**config.mk**
```make
export PLATFORM = sky130hd
export DESIGN_NAME = gbt_queue
export DESIGN_NICKNAME = d
export VERILOG_FILES = /design/src/rtl/gbt_pkg.sv /design/src/rtl/gbt_queue.sv
export SDC_FILE = /design/constraint.sdc
export NUM_CORES = 1
export LEC_CHECK = 0
export BUFFER_PORTS_ARGS = -buffer_cell sky130_fd_sc_hd__buf_2
export CORE_ASPECT_RATIO = 1.5
export CORE_MARGIN = 5
export CORE_UTILIZATION = 46
export DETAILED_ROUTE_END_ITERATION = 10
export PLACE_DENSITY = 0.74
export RECOVER_POWER = 100
export SLEW_MARGIN = 20
export SYNTH_ARGS = -nofsm -noshare
export SYNTH_HDL_FRONTEND = slang
export SYNTH_SLANG_ARGS = --single-unit
```
**constraint.sdc**
```tcl
create_clock -name clk -period 2.36 [get_ports clk]
set_clock_uncertainty 0.1 [all_clocks]
set_input_delay 0.236 -clock clk [delete_from_list [all_inputs] [get_ports clk]]
set_output_delay 0.236 -clock clk [all_outputs]
set_load 0.05 [all_outputs]
```
**src/rtl/gbt_pkg.sv**
```systemverilog
// Shared types and constants for the GBM barrier-touch path stepper.
// No dependencies; every other rtl file imports this package.
`default_nettype none
package gbt_pkg;

    typedef struct packed {
        logic signed [15:0] normal_sample;
        logic               negate_sample;
        logic               last_step;
    } in_item_t;

    typedef struct packed {
        logic        path_touched;
        logic [31:0] touched_total;
        logic [31:0] paths_total;
    } out_item_t;

    // Growth factor for one step (unsigned Q.24) and its end-of-path mark.
    typedef struct packed {
        logic [35:0] growth;
        logic        last;
    } exp_item_t;

    typedef enum logic [3:0] {
        F_IDLE, F_MZ, F_X, F_M2, F_P2, F_M3, F_P3, F_M4, F_P4, F_D6, F_D24, F_SUM
    } front_state_t;

    typedef enum logic [1:0] {
        B_IDLE, B_MUL, B_UPD
    } back_state_t;

    localparam logic [2:0] REG_START   = 3'd0;
    localparam logic [2:0] REG_BARRIER = 3'd1;
    localparam logic [2:0] REG_DRIFT   = 3'd2;
    localparam logic [2:0] REG_VOL     = 3'd3;

    localparam logic signed [37:0] X_LIMIT   = 38'sd167772160;
    localparam logic signed [39:0] ONE_Q24   = 40'sd16777216;
    localparam logic [31:0]        COUNT_MAX = 32'hFFFF_FFFF;
    localparam logic [3:0]         DIV_LAST  = 4'd8;

endpackage
`default_nettype wire

```
**src/rtl/gbt_queue.sv**
```systemverilog
// Two-entry queue of growth factors between front and back end.
// Uses gbt_pkg for the entry type.
`default_nettype none
module gbt_queue (
    input  wire logic                clk,
    input  wire logic                rst_n,
    input  wire logic                wr,
    input  wire gbt_pkg::exp_item_t  wr_item,
    output logic                     q_full,
    input  wire logic                rd,
    output gbt_pkg::exp_item_t       rd_item,
    output logic                     q_empty
);
    import gbt_pkg::*;

    exp_item_t  mem_reg [2];
    logic       wp_reg, rp_reg;
    logic [1:0] cnt_reg, cnt_next;

    always_comb
    begin
        q_full   = (cnt_reg == 2'd2);
        q_empty  = (cnt_reg == 2'd0);
        rd_item  = mem_reg[rp_reg];
        cnt_next = cnt_reg + 2'(wr) - 2'(rd);
    end

    always_ff @(posedge clk or negedge rst_n)
    begin
        if (!rst_n)
        begin
            wp_reg  <= 1'b0;
            rp_reg  <= 1'b0;
            cnt_reg <= 2'd0;
        end
        else
        begin
            if (wr)
                wp_reg <= !wp_reg;
            if (rd)
                rp_reg <= !rp_reg;
            cnt_reg <= cnt_next;
        end
    end

    always_ff @(posedge clk)
    begin
        if (wr)
            mem_reg[wp_reg] <= wr_item;
    end

endmodule
`default_nettype wire

```
### Word level (Yosys, flattened, before mapping)

Memories as Yosys holds them, arrays and structs flattened.
Index checks and enable logic that the tools add are counted.

* bits in registers: 4
* RAM bits: 74
* input bits: 41
* output and inout port bits: 39
* word-level logic and storage cells: 12
* memories: 1

* add/subtract/negate cells: 2
* eq/ne operators: 1
* muxes and demuxes: 2
* reduce and logical (&&, ||, !) cells: 3

Memory list
* mem_reg: depth 2, bits a word 37, read ports 1, clocked after Yosys merged registers in 0, wr ports 1, RTL line gbt_queue.sv:16 `exp_item_t mem_reg [2];`

Operators by type and width (count)
* $add A2 B1 Y2: 1
* $eq A2 B2 Y1 const B: 1
* $logic_not A1 Y1: 2
* $logic_not A2 Y1: 1
* $mux W1: 2
* $sub A2 B1 Y2: 1

### Longest topological paths before layout

* depth in word-level cells: 2
* mapped depth: 5

### Worst setup path before layout

No wires, ideal clock.

* path type: reg2reg
* start point: reg wp_reg
* end point: mem mem_reg[0][0] in the netlist's numbering (enable)
* arrival: 2.061 ns
* slack: -0.237 ns
* cell stages (with the launch flop): 2
* path buffers: 0
* cell sequence: dfrtp_1 > nor2b_1

RTL lines
* start: declaration: RTL line gbt_queue.sv:17 `logic wp_reg, rp_reg;`
* start signal: assignment: RTL line gbt_queue.sv:39 `wp_reg <= !wp_reg;`
* end: declaration: RTL line gbt_queue.sv:16

Straight into the memory's write port.

==> results.txt <==
----------------------------------------------------
[Outcome]
  Run status ... completed

[Setup path]
  Reg2Reg Launch Point ... wp_reg
  Worst Path Arrival ... 1760 ps
  Maximum fanout along the worst path ... 15
  Crit path required time ... 2020 ps
  Critical path capture point type ... output port
  Worst setup path startpoint ... rp_reg
  Worst Reg2Reg Path Length in Cells ... 2
  Worst setup SP type ... flip-flop
  Classification of the worst setup path ... reg -> out

[Power]
  Reported net switching power ... 2070 µW
  Sequential power share ... 0.380
  Total Power Consumption ... 5230 µW
  Clk network pwr share ... 0.192
  Combinational share of power ... 0.427
  Internal power contribution ... 3160 µW
  Power per Cell Area ... 1300 mW/mm²
  Static leakage ... 0.00154 µW
  Switch share ... 0.395
  Worst voltage drop across the vdd grid ... 0.00109 V

[GRT]
  Number of global-route vias before repair ... 1718
  GRT Total Usage ... 0.137
  Aggregate global routing overflow ... 0
  First-pass GRT wire length ... 8020 µm
  Initial antenna violation count ... 0
  Largest net degree at the start of global routing ... 21

[STA]
  Number of failing setup endpoints in the final timing report ... 0
  Setup TNS ... 0 ps
  Worst-margin pin slew ... 879 ps
  Ratio of final minimum period to clock period ... 0.889
  RSZ-0062 raised after global routing ... false
  Timing-limited maximum frequency ... 477 MHz
  Max-slew violations ... 0
  Crit path time final ... 2100 ps
  Hold Violations, Final ... 0
  Worst slew margin relative to its limit ... 0.414

[Detailed routing]
  Average wire per standard cell ... 15.1 µm
  Number of nets still failing antenna checks after routing ... 0
  Count of routing violations after the opening detailed-route iteration ... 82
  Vias after detailed routing ... 1582
  Post-detailed-route via-to-cell ratio ... 4.67
  Pre-antenna DRT Iters ... 4
  Post-Route WL ... 5120 µm
  Total DRC errors in the routed layout ... 0

[Yosys]
  Most area-hungry cell type in the Yosys netlist ... edfxtp_1
  Sequential fraction of the synthesis area ... 0.787
  Post-synth EDFFs ... 74
  Count leader, synth ... edfxtp_1
  Top post-synthesis cells by count ... 74 x edfxtp_1, 20 x mux2_4, 17 x mux2_2
  Distinct cells, synth ... 13
  Main flop type after synthesis ... edfxtp_1
  Leading post-synthesis cells by cell area ... edfxtp_1 75%, mux2_4 10%, mux2_2 6.5%
  Number of warnings reported in the yosys synthesis log ... 0
  Mean instance size in the synthesized netlist ... 22.7 µm²
  Post-synthesis async set-or-reset flop share ... 0.0513
  Synthesized netlist net count ... 173
  Total of flip-flops plus latches after synthesis ... 78
  Top-area cell type share of the netlist area ... 0.754
  Summed instance area of the synthesized netlist ... 0.00295 mm²
  Synthesized instance count ... 130

[Die]
  I/O pin count ... 80
  Initial standard-cell utilization of the core ... 0.478
  Core area ... 0.00617 mm²
  Area of the die ... 0.00815 mm²
  Site Rows ... 35
  Die outline height ... 108 µm
  Die span in x ... 75.4 µm

[Final layout]
  Proportion of layout cells with a drive suffix above 1 ... 0.351
  Number of diodes added for antenna fixing ... 0
  Max FFs per register ... 74
  Total Nets Final ... 304
  Total of fill cells in the finished design ... 468
  Layout Area Growth over Synthesis ... 36.6%

[Job]
  Number of violations of the max-capacitance limit ... 0

[Placed design]
  Input/output buffers ... 79
  Routability Congestion ... 0.692
  HPWL after detailed placement ... 3470 µm

[CTS]
  Number of resized instances in the post-cts repair step ... 0
  Sinks on Clock Net ... 78
  Number of H-tree branching levels ... 3
  Clock-pin transition on the worst setup and hold timing paths ... 70 ps
  Cts bufs inserted ... 9
  Buffer depth of the longest clock path ... 2
  Clock tree from TritonCTS ... built
  Post-CTS setup-driven buffer insertion count ... 0
  Master cell of the clock root buffer ... clkbuf_8
  Clock latency on the worst-skew pair ... 330 ps

[Hold path]
  Hold Crit Class ... in -> async

----------------------------------------------------
## power by group through the flow
stage | Combinational, µW | Sequential (µW) | Clock [µW]
global placement | 2230 | 2000 | 0
finish | 2230 | 1990 | 1010
floorplan | 1840 | 1940 | 0
CTS | 2300 | 1990 | 1040
detailed placement | 2250 | 2020 | 0
global route | 2340 | 2020 | 1100
## through the flow
stage	area, µm²	utilization	cells	hold WS [ps]	setup slack (ps)
floorplan	2950	-	130	-160	466
global placement	3480	0.564	284	-56.4	635
detailed placement	3480	0.564	284	-57.0	607
CTS	4090	0.662	339	99.5	224
global route	4030	0.652	339	168	160
finish	4030	0.652	339	167	263
## cell type report
class,instances,area [µm²],area share
Tap cell,74,92.6,0.0230
Timing Repair Buffer,124,813,0.202
Inverter,2,7.51,0.00186
Multi-Input combinational cell,46,588,0.146
Sequential cell,78,2320,0.577
Clock inverter,5,75.1,0.0186
Clock buffer,10,128,0.0317
## worst max-delay path, stage by stage (launching register included)
cell,delay (ps)
dfrtp_2,630
buf_12,210
mux2_2,350
clkbuf_2,240
## worst paths after layout
path / to / slack [ps]
min in group clk: wp_reg / 450
worst max register to register: mem_reg[1][2] / 540
worst min-delay path: cnt_reg[0] / 170
worst min register to register: wp_reg / 450
worst max-delay path: rd_item[1] / 260
max in group asynchronous: rp_reg / 1800
## cell families after synthesis
group	Yosys count	synth area share
xor+xnor	3	0.0140
mux	37	0.167
buf+inv	6	0.0157
flops	78	0.787
fa+ha+maj	2	0.00848
simple gates	4	0.00764
## repair_timing
| item | 4_1_cts | 5_1_grt |
|---|---|---|
| endpoints found under the setup margin | 0 | 0 |
| hold buffers | 40 | 0 |
| endpoints found under the hold margin | 80 | 0 |
## cell usage in the layout (no fill, tap or decap), types with 2 or more instances in the layout
cell type / Yosys / final
clkbuf_2: 0 / 23
clkbuf_8: 0 / 9
edfxtp_1: 74 / 74
ha_1: 2 / 2
dfrtp_1: 4 / 3
inv_1: 2 / 2
mux2_4: 20 / 20
dlygate4sd3_1: 0 / 40
buf_12: 0 / 3
clkbuf_1: 0 / 42
clkinv_1: 0 / 2
xor2_1: 2 / 2
buf_2: 1 / 16
mux2_2: 17 / 17
bufinv_16: 0 / 2
## routing by layer
metal  GRT usage  wire length, µm  vias up
met4      0.0675               61        0
met1       0.144             1840      763
met2       0.239             2910       47
li1            -                -      766
met3      0.0409              309        6
met5           0                0        -
Power figures use the tool's default switching activity.
