**src/rtl/gbt_pkg.sv**
```systemverilog
// Shared types and constants for the GBM barrier-touch path stepper.
// No dependencies; every other rtl file imports this package.
`default_nettype none
package gbt_pkg;

    typedef struct packed {
        logic signed [15:0] normal_sample;
        logic               negate_sample;
        logic               last_step;
    } in_item_t;

    typedef struct packed {
        logic        path_touched;
        logic [31:0] touched_total;
        logic [31:0] paths_total;
    } out_item_t;

    // Growth factor for one step (unsigned Q.24) and its end-of-path mark.
    typedef struct packed {
        logic [35:0] growth;
        logic        last;
    } exp_item_t;

    typedef enum logic [3:0] {
        F_IDLE, F_MZ, F_X, F_M2, F_P2, F_M3, F_P3, F_M4, F_P4, F_D6, F_D24, F_SUM
    } front_state_t;

    typedef enum logic [1:0] {
        B_IDLE, B_MUL, B_UPD
    } back_state_t;

    localparam logic [2:0] REG_START   = 3'd0;
    localparam logic [2:0] REG_BARRIER = 3'd1;
    localparam logic [2:0] REG_DRIFT   = 3'd2;
    localparam logic [2:0] REG_VOL     = 3'd3;

    localparam logic signed [37:0] X_LIMIT   = 38'sd167772160;
    localparam logic signed [39:0] ONE_Q24   = 40'sd16777216;
    localparam logic [31:0]        COUNT_MAX = 32'hFFFF_FFFF;
    localparam logic [3:0]         DIV_LAST  = 4'd8;

endpackage
`default_nettype wire

```
**src/rtl/gbt_back.sv**
```systemverilog
// Back end: scales the path price, tracks the touch flag and path counters.
// Uses gbt_pkg; holds the one-entry result register.
`default_nettype none
module gbt_back (
    input  wire logic                clk,
    input  wire logic                rst_n,
    input  wire logic                q_empty,
    input  wire gbt_pkg::exp_item_t  q_item,
    output logic                     q_pop,
    input  wire logic [31:0]         start,
    input  wire logic [31:0]         barrier,
    output logic                     empty,
    input  wire logic                pop,
    output gbt_pkg::out_item_t       result
);
    import gbt_pkg::*;

    back_state_t state_reg, state_next;
    logic [35:0] growth_reg;
    logic        last_reg;
    logic [31:0] price_reg, price_next;
    logic        flag_reg, flag_next;
    logic        started_reg, started_next;
    logic [43:0] phi_reg;
    logic [55:0] plo_reg;
    logic [31:0] touched_reg, touched_next;
    logic [31:0] paths_reg, paths_next;
    logic        rvalid_reg, rvalid_next;
    out_item_t   result_reg, result_next;

    logic [44:0] scaled;
    logic [31:0] new_price;
    logic        hit;
    logic        slot_free;

    assign scaled    = 45'(phi_reg) + 45'((plo_reg + 56'd8388608) >> 24);
    assign new_price = (scaled[44:32] != '0) ? COUNT_MAX : scaled[31:0];
    assign hit       = (barrier > start) ? (new_price >= barrier) : (new_price <= barrier);
    assign slot_free = !rvalid_reg || pop;

    always_comb
    begin
        state_next   = state_reg;
        price_next   = price_reg;
        flag_next    = flag_reg;
        started_next = started_reg;
        touched_next = touched_reg;
        paths_next   = paths_reg;
        rvalid_next  = rvalid_reg && !pop;
        result_next  = result_reg;
        case (state_reg)
            B_IDLE:
            begin
                if (!q_empty)
                begin
                    if (!started_reg)
                    begin
                        price_next   = start;
                        flag_next    = (start == barrier);
                        started_next = 1'b1;
                    end
                    state_next = B_MUL;
                end
            end
            B_MUL: state_next = B_UPD;
            B_UPD:
            begin
                if (!last_reg || slot_free)
                begin
                    price_next = new_price;
                    flag_next  = flag_reg || hit;
                    state_next = B_IDLE;
                    if (last_reg)
                    begin
                        paths_next   = (paths_reg == COUNT_MAX) ? paths_reg : paths_reg + 32'd1;
                        touched_next = ((flag_reg || hit) && touched_reg != COUNT_MAX)
                                     ? touched_reg + 32'd1 : touched_reg;
                        result_next.path_touched  = flag_reg || hit;
                        result_next.touched_total = touched_next;
                        result_next.paths_total   = paths_next;
                        rvalid_next  = 1'b1;
                        started_next = 1'b0;
                    end
                end
            end
            default: state_next = B_IDLE;
        endcase
    end

    always_comb
    begin
        q_pop  = (state_reg == B_IDLE) && !q_empty;
        empty  = !rvalid_reg;
        result = result_reg;
    end

    always_ff @(posedge clk or negedge rst_n)
    begin
        if (!rst_n)
        begin
            state_reg   <= B_IDLE;
            flag_reg    <= 1'b0;
            started_reg <= 1'b0;
            touched_reg <= '0;
            paths_reg   <= '0;
            rvalid_reg  <= 1'b0;
        end
        else
        begin
            state_reg   <= state_next;
            flag_reg    <= flag_next;
            started_reg <= started_next;
            touched_reg <= touched_next;
            paths_reg   <= paths_next;
            rvalid_reg  <= rvalid_next;
        end
    end

    always_ff @(posedge clk)
    begin
        if (q_pop)
        begin
            growth_reg <= q_item.growth;
            last_reg   <= q_item.last;
        end
        price_reg  <= price_next;
        phi_reg    <= price_reg * growth_reg[35:24];
        plo_reg    <= price_reg * growth_reg[23:0];
        result_reg <= result_next;
    end

endmodule
`default_nettype wire

```
**config.mk**
```make
export PLATFORM = sky130hd
export DESIGN_NAME = gbt_back
export DESIGN_NICKNAME = d
export VERILOG_FILES = /design/src/rtl/gbt_pkg.sv /design/src/rtl/gbt_back.sv
export SDC_FILE = /design/constraint.sdc
export NUM_CORES = 2
export LEC_CHECK = 0
export ABC_CLOCK_PERIOD_IN_PS = 9040
export BUFFER_PORTS_ARGS = -buffer_cell sky130_fd_sc_hd__buf_4
export CAP_MARGIN = 20
export CORE_UTILIZATION = 65
export CTS_CLUSTER_SIZE = 8
export DETAILED_ROUTE_END_ITERATION = 16
export GPL_TIMING_DRIVEN = 0
export HOLD_SLACK_MARGIN = 0.03
export PLACE_DENSITY = 0.83
export SLEW_MARGIN = 20
export SYNTH_ARGS = -nofsm -noshare
export SYNTH_HDL_FRONTEND = slang
export SYNTH_SLANG_ARGS = --single-unit
```
**constraint.sdc**
```tcl
create_clock -name clk -period 9.04 [get_ports clk]
set_clock_uncertainty 0.05 [all_clocks]
set_input_delay 0.452 -clock clk [delete_from_list [all_inputs] [get_ports clk]]
set_output_delay 0.452 -clock clk [all_outputs]
set_load 0.01 [all_outputs]
```
=== Yosys cells after proc, flatten, opt, wreduce, memory -nomap -nowiden ===
Index checks and enable logic that the tools add are counted.

* Add/sub/neg operators: 4
* Multipliers: 2
* Magnitude comparators: 3
* Equality and inequality tests: 9
* Mux-type cells: 22
* Reduce and logical (&&, ||, !) cells: 17

{| class="wikitable"
|+ Operators with widths
! kind !! number
|-
| $mux 32 || 6
|-
| $add 32x1->32 const B || 2
|-
| $pmux 32 s2 || 1
|-
| $add 56x24->56 const B || 1
|-
| $mul 32x24->56 || 1
|-
| $add 44x32->45 || 1
|-
| $mul 32x12->44 || 1
|-
| $eq 32x32->1 || 1
|-
| $eq 32x32->1 const B || 1
|-
| $ge 32x32->1 || 1
|-
| $gt 32x32->1 || 1
|-
| $le 32x32->1 || 1
|-
| $ne 32x32->1 const B || 1
|-
| $reduce_bool 13->1 || 1
|-
| $mux 1 || 10
|-
| $ne 2x2->1 const B || 4
|-
| $reduce_and 4->1 || 2
|-
| $pmux 2 s3 || 1
|-
| $logic_not 1->1 || 4
|-
| $mux 2 || 2
|-
| $pmux 1 s2 || 2
|-
| $logic_and 1x1->1 || 3
|-
| $logic_or 1x1->1 || 3
|-
| $reduce_and 3->1 || 1
|-
| other kinds (5) || 5
|}

* Register bits after elaboration: 303
* Input port bits: 105
* Output and inout port bits: 67
* Logic and storage cells: 71

=== Longest topological paths before layout ===
* Word-level depth: 9
* Gate-level depth with buffers: 35
* Gate-level depth less buffers: 32

=== Least setup slack after synthesis ===
Ideal clock, no wire load.

* Kind: reg2reg
* Start: reg price_reg[16]
* End: reg plo_reg[53]
* Library setup time: 0.072 ns
* Arrival time: 7.045 ns
* Data required time: 8.918 ns
* Setup slack: 1.874 ns
* Cell stages (with the launch flop): 27
* Buffers on the path: 2
* Clock period less this slack: 7.166 ns
* Cells stage by stage: edfxtp_1 -> clkbuf_1 -> clkbuf_1 -> nand2_1 -> fa_1 -> inv_1 -> fa_1 -> fa_1 -> inv_1 -> fa_1 -> inv_1 -> fa_1 -> inv_1 -> fa_1 -> inv_1 -> fa_1 -> ha_1 -> nand4_1 -> nor2_1 -> o32ai_1 -> o311ai_0 -> or4_1 -> a31oi_1 -> o31ai_1 -> a21oi_1 -> o21ai_0 -> xor2_1

* Longest elaborated chain between the ends: 1

{| class="wikitable"
|+ RTL lines
! item !! RTL line !! source
|-
| start: declaration || gbt_back.sv:21 || <nowiki>logic [31:0] price_reg, price_next;</nowiki>
|-
| start signal: assignment || gbt_back.sv:126 || <nowiki>price_reg <= price_next;</nowiki>
|-
| $mul 32x24->56 || gbt_back.sv:128 || <nowiki>plo_reg <= price_reg * growth_reg[23:0];</nowiki>
|-
| end signal: assignment || gbt_back.sv:128 ||
|-
| end: declaration || gbt_back.sv:25 || <nowiki>logic [55:0] plo_reg;</nowiki>
|}

Every way passes these cells.
A chain may end at the register's enable or synchronous reset.

=== Worst setup path in the final report ===
* Start: reg price_reg[11]
* End: reg plo_reg[53]

The elaborated chain is that of the path after synthesis.

==> metrics.txt <==
vias in the first global route 41760; Top Layer Used met5; Max Root-Sink Buffers 3; first-pass GRT wire length 241.6 mm; Syn Inst Count 5380; # H-tree levels 2; clk root buf clkbuf_16; Register Area 7292 µm²; WP data required 9.45 ns; largest net degree at the start of global routing 70; DRC violations left 0; met3 wire length 18.55 mm; dominant cell type by area after synthesis fa_1; # nets final 7065; syn nets 6805; post-DP HPWL 127.9 mm; FF+latch count, synth 280; Routed wire per std cell 23.74 µm; P&R area growth vs syn 8.825%; Tcrit/Tclk final 99.35%; Clock Sinks 280; dpl cell area 52030 µm²; Syn Area/Cell 9.189 µm²; Antenna Violating Nets Remaining 0; initial antenna violation count 11; Max Clock Freq 111.3 MHz; Layout Cells excl Fill 6657; Chip Height 277.8 µm; fin crit period 8.981 ns; grt total ovfl 0; Async S/R FF share, synth 24.64%; total iterations of the first detailed-routing run 8; routed vias 40580; cts bufs inserted 42; max cap viols 0; status finished, final reports clean; DRT met1 WL 55.05 mm; clk slew on worst S/H paths 0.06 ns; via/cell ratio 6.096; sequential area share after synthesis 14.75%; Worst Setup End Kind flip-flop; GP Congestion 1.057; most common cell in the netlist inv_1; final setup violation count 0; CP max-delay cell clkbuf_1; total wire length 158.0 mm; Final Hold Fails 0; filler cell count 5573; worst slew pin tran 1.259 ns; share of the synthesized area in the top cell type 38.79%; Hold Crit Class primary input to flip-flop; Netlist cell types 82; max FFs per register 65; Buffers on Ports 171; Rel. slew slack 16.06%; Total GRT Usage 42.12%; Final Cell Area 53800 µm²; Place WS -0.2062 ns; die width 277.8 µm; # rows 100; met2 WL 70.32 mm; most frequent cells after synthesis inv_1, nand2_1, fa_1, ha_1, and2_1; Worst Path Class, Setup flip-flop to flip-flop; slowest stage delay, CP 0.79 ns; Core ar. 74820 µm²; synth warn 0; most used flip-flop cell after synthesis edfxtp_1; fin util 71.90%; unrepaired setup endpoints after global routing true; top cells by area, synth fa_1, ha_1, edfxtp_1, inv_1, nand2_1; CP startpoint kind flip-flop; DRT iter0 DRCs 4044; Clock Latency Late Sink 0.60 ns; max-slew violation count 0; CP Data Arrival Time 9.39 ns; mapped cell area 49440 µm²; Multi-input gate area 37280 µm²; CTS tree done; layout cells sized above 1 5.677%; starting density of the core 66.07%; Ports 172; Die Footprint 77160 µm²; count of flip-flops with a built-in enable after synthesis 134; crit-path most repeated cell fa_1; CP max FO 10; worst setup margin 0.05913 ns; Placed Cells 6528
## cell type report
type                       count  area share, %
inverter                     999          6.970
buffer                       290          2.242
antenna                       16        0.07442
multi-input combinational   3807          69.29
sequential                   280          13.55
clock buffer                  71          2.195
timing repair buffer         220          3.293
tap                          969          2.254
clock inverter                 5         0.1302
## stage by stage
stage | hold WS [ns] | TNS (ns)
floorplan | 0.1064 | 0
global placement | 0.4480 | -6.929
detailed placement | 0.4550 | -2.023
CTS | 0.09731 | 0
global route | 0.1421 | -0.1814
finish | 0.09629 | 0
## cells in the final DEF (no fill, tap or decap), types with 15 or more instances in the layout
cell type,n
a21o_1,89
a21oi_1,121
a31oi_1,44
and2_1,340
and3_1,44
buf_4,178
clkbuf_1,251
clkbuf_16,43
clkbuf_2,40
dfrtp_1,69
dfxtp_1,77
diode_2,16
dlygate4sd3_1,39
edfxtp_1,134
fa_1,958
ha_1,362
inv_1,998
nand2_1,970
nand3_1,79
nand4_1,60
nor2_1,140
nor2b_1,15
nor3_1,40
nor4_1,28
o21a_1,22
o21ai_0,63
o21bai_1,20
xnor2_1,136
xor2_1,117
## logic make-up (layout without fill, tap and decap cells)
group,count (synthesis),in the layout,synth area share (%)
simple gates,1786,1786,16.88
compound gates,442,442,5.869
fa+ha+maj,1320,1320,47.96
flops,280,280,14.75
mux,6,6,0.1341
xor+xnor,253,253,4.482
other cells,0,16,0
buf+inv,1293,1585,9.934
## metal layers
| layer | track usage, % | vias up |
|---|---|---|
| met5 | 0.2502 | - |
| met4 | 29.78 | 4 |
| met3 | 10.95 | 776 |
| met2 | 64.60 | 2703 |
| met1 | 52.11 | 20070 |
| li1 | - | 17030 |
## final timing paths
path,from,end,slack (ns),cells after the start
worst max-delay path,price_reg[11],plo_reg[53],0.06,25
min in group asynchronous,rst_n,touched_reg[10],0.55,2
worst max register to register,price_reg[11],plo_reg[53],0.06,25
max in group asynchronous,rst_n,paths_reg[2],7.74,2
worst min-delay path,pop,rvalid_reg,0.1,3
worst min register to register,touched_reg[26],touched_reg[26],0.47,1
## repair_timing
action / 4_1_cts / 5_1_grt
hold buffers: 39 / 0
gates resized for setup: 0 / 111
endpoints found under the hold margin: 92 / 0
setup buffers: 2 / 0
pin swaps: 1 / 0
endpoints found under the setup margin: 44 / 75
## critical path, delay by kind of cell, from the launching register on
family	cells	cell delay, ns
fa+ha+maj	8	3.90
buf+inv	6	1.71
compound gates	6	1.71
simple gates	4	0.97
flops	1	0.32
xor+xnor	1	0.17
Power is left out: the tool's default activity adds up to more than one toggle a clock period on the data nets, which glitch-free logic cannot reach.
