### config.mk
export PLATFORM = sky130hd
export DESIGN_NAME = gbt_front
export DESIGN_NICKNAME = d
export VERILOG_FILES = /design/src/rtl/gbt_pkg.sv /design/src/rtl/gbt_front.sv
export SDC_FILE = /design/constraint.sdc
export NUM_CORES = 2
export LEC_CHECK = 0
export BUFFER_PORTS_ARGS = -buffer_cell sky130_fd_sc_hd__buf_2
export CORE_UTILIZATION = 45
export CTS_CLUSTER_SIZE = 25
export DETAILED_ROUTE_END_ITERATION = 8
export SLEW_MARGIN = 30
export SYNTH_ARGS = -nofsm -noshare
export SYNTH_HDL_FRONTEND = slang
export SYNTH_SLANG_ARGS = --single-unit
### constraint.sdc
create_clock -name clk -period 12.99 [get_ports clk]
set_clock_uncertainty 0.05 [all_clocks]
set_input_delay 0 -clock clk [delete_from_list [all_inputs] [get_ports clk]]
set_output_delay 0 -clock clk [all_outputs]
set_load 0.01 [all_outputs]
### src/rtl/gbt_pkg.sv
// Shared types and constants for the GBM barrier-touch path stepper.
// No dependencies; every other rtl file imports this package.
`default_nettype none
package gbt_pkg;

    typedef struct packed {
        logic signed [15:0] normal_sample;
        logic               negate_sample;
        logic               last_step;
    } in_item_t;

    typedef struct packed {
        logic        path_touched;
        logic [31:0] touched_total;
        logic [31:0] paths_total;
    } out_item_t;

    // Growth factor for one step (unsigned Q.24) and its end-of-path mark.
    typedef struct packed {
        logic [35:0] growth;
        logic        last;
    } exp_item_t;

    typedef enum logic [3:0] {
        F_IDLE, F_MZ, F_X, F_M2, F_P2, F_M3, F_P3, F_M4, F_P4, F_D6, F_D24, F_SUM
    } front_state_t;

    typedef enum logic [1:0] {
        B_IDLE, B_MUL, B_UPD
    } back_state_t;

    localparam logic [2:0] REG_START   = 3'd0;
    localparam logic [2:0] REG_BARRIER = 3'd1;
    localparam logic [2:0] REG_DRIFT   = 3'd2;
    localparam logic [2:0] REG_VOL     = 3'd3;

    localparam logic signed [37:0] X_LIMIT   = 38'sd167772160;
    localparam logic signed [39:0] ONE_Q24   = 40'sd16777216;
    localparam logic [31:0]        COUNT_MAX = 32'hFFFF_FFFF;
    localparam logic [3:0]         DIV_LAST  = 4'd8;

endpackage
`default_nettype wire

### src/rtl/gbt_front.sv
// Front end: takes one sample, forms x and the Taylor exp factor.
// Uses gbt_pkg; one shared multiplier and a 4-bit-a-cycle divide-by-three unit.
`default_nettype none
module gbt_front (
    input  wire logic                   clk,
    input  wire logic                   rst_n,
    input  wire logic                   push,
    output logic                        full,
    input  wire gbt_pkg::in_item_t      sample,
    input  wire logic signed [31:0]     drift,
    input  wire logic [30:0]            vol,
    input  wire logic                   q_full,
    output logic                        q_push,
    output gbt_pkg::exp_item_t          q_item
);
    import gbt_pkg::*;

    front_state_t       state_reg, state_next;
    logic signed [16:0] z_reg, z_next;
    logic               last_reg, last_next;
    logic signed [63:0] prod_reg;
    logic signed [28:0] x_reg, x_next;
    logic signed [31:0] x2_reg, x2_next;
    logic signed [35:0] x3_reg, x3_next;
    logic [37:0]        x4_reg, x4_next;
    logic signed [35:0] t3_reg, t3_next;
    logic [35:0]        t4_reg, t4_next;
    logic [35:0]        dn_reg, dn_next;
    logic [35:0]        dq_reg, dq_next;
    logic [1:0]         dr_reg, dr_next;
    logic [3:0]         dcnt_reg, dcnt_next;

    logic signed [35:0] mul_a;
    logic signed [28:0] mul_b;
    logic signed [64:0] mul_p;
    logic signed [39:0] r24;
    logic signed [36:0] r12;
    logic signed [37:0] xsum;
    logic [35:0]        x3_mag;
    logic [35:0]        dq_full;
    logic [1:0]         dr_step;
    logic [3:0]         qbits;
    logic signed [39:0] esum;

    // Round to nearest, ties away from zero, dropping 24 or 12 fraction bits.
    function automatic logic signed [39:0] rnd24(input logic signed [63:0] p);
        logic [63:0] mag;
        logic [39:0] q;
        mag = p[63] ? 64'(-p) : 64'(p);
        q   = 40'((mag + 64'd8388608) >> 24);
        return p[63] ? -$signed(q) : $signed(q);
    endfunction

    function automatic logic signed [36:0] rnd12(input logic signed [63:0] p);
        logic [63:0] mag;
        logic [36:0] q;
        mag = p[63] ? 64'(-p) : 64'(p);
        q   = 37'((mag + 64'd2048) >> 12);
        return p[63] ? -$signed(q) : $signed(q);
    endfunction

    always_comb
    begin
        mul_a = {{4{x_reg[28]}}, 32'(x_reg)};
        mul_b = x_reg;
        case (state_reg)
            F_MZ:    begin mul_a = {5'b0, vol}; mul_b = 29'(z_reg); end
            F_M3:    mul_a = 36'(x2_reg);
            F_M4:    mul_a = x3_reg;
            default: mul_a = 36'(x_reg);
        endcase
        mul_p = mul_a * mul_b;
    end

    assign r24    = rnd24(prod_reg);
    assign r12    = rnd12(prod_reg);
    assign xsum   = 38'(drift) + 38'(r12);
    assign x3_mag = x3_reg[35] ? 36'(-x3_reg) : 36'(x3_reg);

    // Four restoring steps of division by three; remainder stays below three.
    always_comb
    begin
        logic [2:0] r;
        r = {1'b0, dr_reg};
        for (int i = 0; i < 4; i++)
        begin
            r = {r[1:0], dn_reg[35 - i]};
            qbits[3 - i] = (r >= 3'd3);
            if (r >= 3'd3)
                r = r - 3'd3;
        end
        dr_step = r[1:0];
    end
    assign dq_full = {dq_reg[31:0], qbits};

    assign esum = ONE_Q24 + 40'(x_reg) + 40'((x2_reg + 32'sd1) >>> 1)
                + 40'(t3_reg) + 40'(t4_reg);

    always_comb
    begin
        state_next = state_reg;
        z_next = z_reg; last_next = last_reg;
        x_next = x_reg; x2_next = x2_reg; x3_next = x3_reg; x4_next = x4_reg;
        t3_next = t3_reg; t4_next = t4_reg;
        dn_next = dn_reg; dq_next = dq_reg; dr_next = dr_reg; dcnt_next = dcnt_reg;
        case (state_reg)
            F_IDLE:
            begin
                if (push)
                begin
                    z_next = sample.negate_sample ? -17'(sample.normal_sample)
                                                  : 17'(sample.normal_sample);
                    last_next  = sample.last_step;
                    state_next = F_MZ;
                end
            end
            F_MZ: state_next = F_X;
            F_X:
            begin
                if (xsum > X_LIMIT)
                    x_next = 29'(X_LIMIT);
                else if (xsum < -X_LIMIT)
                    x_next = 29'(-X_LIMIT);
                else
                    x_next = 29'(xsum);
                state_next = F_M2;
            end
            F_M2: state_next = F_P2;
            F_P2: begin x2_next = 32'(r24); state_next = F_M3; end
            F_M3: state_next = F_P3;
            F_P3: begin x3_next = 36'(r24); state_next = F_M4; end
            F_M4: state_next = F_P4;
            F_P4:
            begin
                x4_next   = 38'(r24);
                dn_next   = 36'((37'(x3_mag) + 37'd3) >> 1);
                dq_next   = '0;
                dr_next   = '0;
                dcnt_next = '0;
                state_next = F_D6;
            end
            F_D6:
            begin
                dn_next = {dn_reg[31:0], 4'b0};
                dq_next = dq_full;
                dr_next = dr_step;
                dcnt_next = dcnt_reg + 4'd1;
                if (dcnt_reg == DIV_LAST)
                begin
                    t3_next   = x3_reg[35] ? -$signed(dq_full) : $signed(dq_full);
                    dn_next   = 36'((39'(x4_reg) + 39'd12) >> 3);
                    dq_next   = '0;
                    dr_next   = '0;
                    dcnt_next = '0;
                    state_next = F_D24;
                end
            end
            F_D24:
            begin
                dn_next = {dn_reg[31:0], 4'b0};
                dq_next = dq_full;
                dr_next = dr_step;
                dcnt_next = dcnt_reg + 4'd1;
                if (dcnt_reg == DIV_LAST)
                begin
                    t4_next    = dq_full;
                    state_next = F_SUM;
                end
            end
            F_SUM:
            begin
                if (!q_full)
                    state_next = F_IDLE;
            end
            default: state_next = F_IDLE;
        endcase
    end

    always_comb
    begin
        full          = (state_reg != F_IDLE);
        q_push        = (state_reg == F_SUM) && !q_full;
        q_item.growth = 36'(esum);
        q_item.last   = last_reg;
    end

    always_ff @(posedge clk or negedge rst_n)
    begin
        if (!rst_n)
            state_reg <= F_IDLE;
        else
            state_reg <= state_next;
    end

    always_ff @(posedge clk)
    begin
        z_reg <= z_next; last_reg <= last_next;
        prod_reg <= 64'(mul_p);
        x_reg <= x_next; x2_reg <= x2_next; x3_reg <= x3_next; x4_reg <= x4_next;
        t3_reg <= t3_next; t4_reg <= t4_next;
        dn_reg <= dn_next; dq_reg <= dq_next; dr_reg <= dr_next; dcnt_reg <= dcnt_next;
    end

endmodule
`default_nettype wire

# Yosys cells after proc, flatten, opt, wreduce, memory -nomap -nowiden
# Index checks and enable logic that the tools add are counted.
[totals]
ff_bits = 367
in_bits = 85
[classes]
addsub = 21
mul = 1
n_lt_le_gt_ge = 6
n_eq_ne = 16
muxes = 26
reduce_logical = 10
[ops]
columns = ["op", "count"]
rows = [
  ["$pmux W36 S3", 2],
  ["$mux W36", 3],
  ["$pmux W32 S3", 1],
  ["$neg A36 Y36", 2],
  ["$mul A36 B29 Y64", 1],
  ["$add A62 B24 Y62 const B", 1],
  ["$mux W62", 1],
  ["$neg A62 Y62", 1],
  ["$mux W29", 2],
  ["$add A49 B12 Y49 const B", 1],
  ["$pmux W4 S12", 1],
  ["$add A38 B4 Y39 const B", 1],
  ["$add A32 B37 Y38", 1],
  ["$gt A38 B29 Y1 const B", 1],
  ["$lt A38 B29 Y1 const B", 1],
  ["$mux W38", 1],
  ["$neg A38 Y38", 1],
  ["$add A36 B2 Y37 const B", 1],
  ["$mux W37", 1],
  ["$neg A37 Y37", 1],
  ["$add A33 B36 Y36", 1],
  ["$add A36 B36 Y36", 1],
  ["$add A30 B32 Y33", 1],
  ["$add A32 B2 Y33 const B", 1],
  ["other kinds (24)", 51],
]

# Longest topological paths before layout
[logic_depth]
word_depth = 10
ltp_mapped = 42
depth_no_buf = 35

# Worst setup path after synthesis
# Ideal clock, no wire load.
[synth_path]
path_type = "flip-flop to flip-flop"
start = "register state_reg[1]"
end = "register prod_reg[63]"
arrival_time_ns = 10.654
t_required_ns = 12.862
setup_slack_ns = 2.208
path_stages_with_launch = 37
n_path_buf = 5
cell_sequence = "dfrtp_1 -> clkbuf_1 -> nand2b_1 -> nor3_1 -> clkbuf_1 -> buf_1 -> clkbuf_1 -> clkbuf_1 -> nand2_1 -> nand2_1 -> nand2_1 -> inv_1 -> fa_1 -> fa_1 -> inv_1 -> fa_1 -> inv_1 -> fa_1 -> inv_1 -> fa_1 -> inv_1 -> fa_1 -> fa_1 -> inv_1 -> fa_1 -> inv_1 -> ha_1 -> and3_1 -> and3_1 -> and3_1 -> a2111oi_0 -> o21ai_0 -> a41o_1 -> nor2_1 -> o21ai_0 -> and4_1 -> nor3_1"
[synth_via]
elab_chain_cells = 3
[synth_rtl]
columns = ["element", "line_no", "source"]
rows = [
  ["from (decl)", "gbt_front.sv:18", "front_state_t state_reg, state_next;"],
  ["from (signal assigned)", "gbt_front.sv:192", "state_reg <= state_next;"],
  ["$eq A4 B3 Y1 or $eq A4 B1 Y1 (tied branches)", "gbt_front.sv:66", "case (state_reg)"],
  ["$pmux W36 S3 or $mux W29 (tied branches)", "gbt_front.sv:66", ""],
  ["$mul A36 B29 Y64 (*)", "gbt_front.sv:72", "mul_p = mul_a * mul_b;"],
  ["named net mul_p[63]", "gbt_front.sv:35", "logic signed [64:0] mul_p;"],
  ["to (signal assigned)", "gbt_front.sv:198", "prod_reg <= 64'(mul_p);"],
  ["to (decl)", "gbt_front.sv:21", "logic signed [63:0] prod_reg;"],
]
# The timed path passes the listed nets; every way through them passes the cells marked *.
# A chain may end at the register's enable or synchronous reset.

# Worst setup path after layout
[layout_path]
start = "register state_reg[0]"
end = "register prod_reg[63]"
# The elaborated chain is that of the path after synthesis.

==> summary.md <==
| Metric | Value |
|---|---|
| Max Fanout on Critical Path | `60` |
| Pin count of the biggest net entering global routing | `79` |
| Resized cells post-CTS | `0` |
| Gate Count Post-Synth | `6,955` |
| Crit-path most repeated cell | `fa_1` |
| Worst path top cell family by delay | `adder cells` |
| Placer Congestion | `0.9873` |
| Tmin final | `11.37 ns` |
| Syn Nets | `8,495` |
| Worst slew pin tran | `1.084 ns` |
| Worst Hold End | `x_reg[0]$_SDFFCE_PP0P_` |
| Die X | `376.3 um` |
| Most common cell in the netlist | `inv_1` |
| Endpoint of the worst-slack reg-to-reg timing path | `prod_reg[63]$_DFF_P_` |
| Worst r2r src | `state_reg[0]$_DFFE_PN0P_` |
| Largest area contributor in the netlist | `fa_1` |
| Slowest CP cell | `nand2_2` |
| CTS max path bufs | `3` |
| Vias | `50,436` |
| Data required time of the critical path | `13.43 ns` |
| Async SR Flop Fraction | `1.099%` |
| Part of the cycle the worst path needs | `87.57%` |
| Reg2Reg Setup Slack | `1.62 ns` |
| #FFs+latches synth | `364` |
| Vias in the first global route | `50,877` |
| Die height | `376.3 um` |
| Achievable Freq | `0.08791 GHz` |
| RSZ-0062 raised after global routing | `no` |
| Commonest cells in the netlist | `1,293 x inv_1, 1,152 x fa_1, 811 x nand2_1, 792 x nor2_1, 326 x xnor2_1` |
| First drt pass iteration count | `6` |
| Worst min path class | `primary input to register` |
| CP endpoint kind | `register` |
| Final hold viol count | `0` |
| Clk Tree Root Cell | `clkbuf_16` |
| Number of distinct library cells after synthesis | `87` |
| Seq/Total Area, Yosys | `16.30%` |
| Initial DRC Count | `4,877` |
| Clock transition at path regs | `0.07 ns` |
| Slew HR | `27.16%` |
| Total number of yosys warnings | `0` |
| Average vias per placed instance | `5.691` |
| Synth Flop Type | `edfxtp_1` |
| Final net count | `8,503` |
| Syn_area_per_cell | `9.067 sq um` |
| Levels on crit path | `30` |
| # IOs | `124` |
| Setup TNS | `0 ns` |
| Total routing usage reported by global routing | `32.61%` |
| Status | `complete, no violations` |
| Critical Path AT | `11.81 ns` |
| Post-Syn Area | `63,060 sq um` |
| Worst setup SP type | `register` |
| Post-CTS Setup Bufs | `0` |
| Starting density of the core | `45.64%` |
| Hold path depth | `3` |
| CTS Sinks | `364` |
| R2R cell count | `30` |
| Number of synthesized flops with an enable pin | `297` |
| Final Slew Violations | `0` |
| Final setup fails | `0` |
| WP buf/inv | `4` |
| Min-delay src | `drift[0]` |
| Min Hold Slack | `0.03083 ns` |
| CTS tree | `built` |
| Post-route core utilization | `49.03%` |
| CP max stage delay | `0.80 ns` |
| Antenna Violating Nets Remaining | `0` |
| Max FFs per register | `63` |
| Remaining global-route overflow | `0` |
| DIE AREA | `141,600 sq um` |
| Insertion delay to the later sink of the worst-skew pair | `0.60 ns` |
| Antenna violations before repair | `11` |
| Proportion of layout cells with a drive suffix above 1 | `5.951%` |
| Synth-to-layout area growth | `7.423%` |
| Top-area cell type share of the netlist area | `36.57%` |
| Maxcap violations | `0` |
| Crit path kind | `register to register` |
| Port-buffer cells | `123` |
| DR WL/cell | `25.65 um` |
| TritonCTS buffer count | `38` |
| First-pass GRT wire length | `336.7 mm` |
| FP Rows | `136` |
| CTS Hold Bufs | `34` |
| Routed WL | `227.3 mm` |
| Core Region | `138,200 sq um` |
| Drt drc | `0` |
| DP Wirelength | `186.7 mm` |
| CTS HTree Levels | `2` |
| Synth area leaders | `fa_1 37%, edfxtp_1 14%, inv_1 7.7%` |
routing by layer:
| layer | vias to the layer above | share of wire (%) | GRT usage, % |
|---|---|---|---|
| met3 | 470 | 10 | 7.233 |
| met1 | 25694 | 40 | 44.16 |
| met4 | 6 | 5.7 | 15.27 |
| met2 | 2353 | 44 | 49.72 |
| li1 | 21913 | - | - |
| met5 | - | 0.017 | 0 |
cells in the final DEF, fill, tap and decap left out, types with 90 or more instances in the layout:
cell and count:
inv_1 1293, fa_1 1152, nand2_1 805, nor2_1 787, xnor2_1 326, ha_1 303
edfxtp_1 297, xor2_1 180, o21ai_0 154, a21oi_1 152, buf_2 123, buf_4 114
nand3_1 90
area by class of cell:
type	count	area (sq um)
multi-input cells	4987	47030
inverters	1294	4857
well taps	1863	2331
diodes	10	25.02
flip-flops and latches	364	10280
clock buffers	43	1001
fillers	13250	70430
repair buffers	278	1957
clock inverters	24	256.5
worst min-delay path, stage by stage:
cell and delay, ns:
buf_2 0.19, ha_1 0.20, nor2b_1 0.14
how the worst max path moves through the flow:
| stage | slack, ns | start | to |
|---|---|---|---|
| after floorplan | 2.21 | state_reg[1]$_DFFE_PN0P_ | prod_reg[63]$_DFF_P_ |
| after global placement | 1.39 | state_reg[0]$_DFFE_PN0P_ | prod_reg[63]$_DFF_P_ |
| after detailed placement | 1.42 | state_reg[2]$_DFFE_PN0P_ | prod_reg[63]$_DFF_P_ |
| after CTS | 1.33 | state_reg[2]$_DFFE_PN0P_ | prod_reg[63]$_DFF_P_ |
| after global routing | 1.07 | state_reg[0]$_DFFE_PN0P_ | prod_reg[63]$_DFF_P_ |
| final | 1.62 | state_reg[0]$_DFFE_PN0P_ | prod_reg[63]$_DFF_P_ |
cells by family (layout without fill, tap and decap cells):
family | after synthesis | in the layout | share of synthesized area (%)
other | 0 | 10 | 0
AO/OA/AOI/OAI | 781 | 781 | 8.395
buffers and inverters | 1604 | 1639 | 9.582
AND/OR/NAND/NOR | 2211 | 2211 | 15.56
adder cells (fa/ha/maj) | 1455 | 1455 | 42.58
flip-flops | 364 | 364 | 16.30
multiplexers | 34 | 34 | 0.5496
XOR/XNOR | 506 | 506 | 7.028
stage by stage:
step,worst slack (ns),instances,area [sq um]
after global routing,1.066,8853,67710
after CTS,1.334,8851,67650
after global placement,1.390,8748,65970
after floorplan,2.208,6955,63060
final,1.615,8863,67740
after detailed placement,1.422,8750,66060
Power is not shown: default switching activity piles up to over one toggle a cycle in this logic, so the estimate is an artifact.
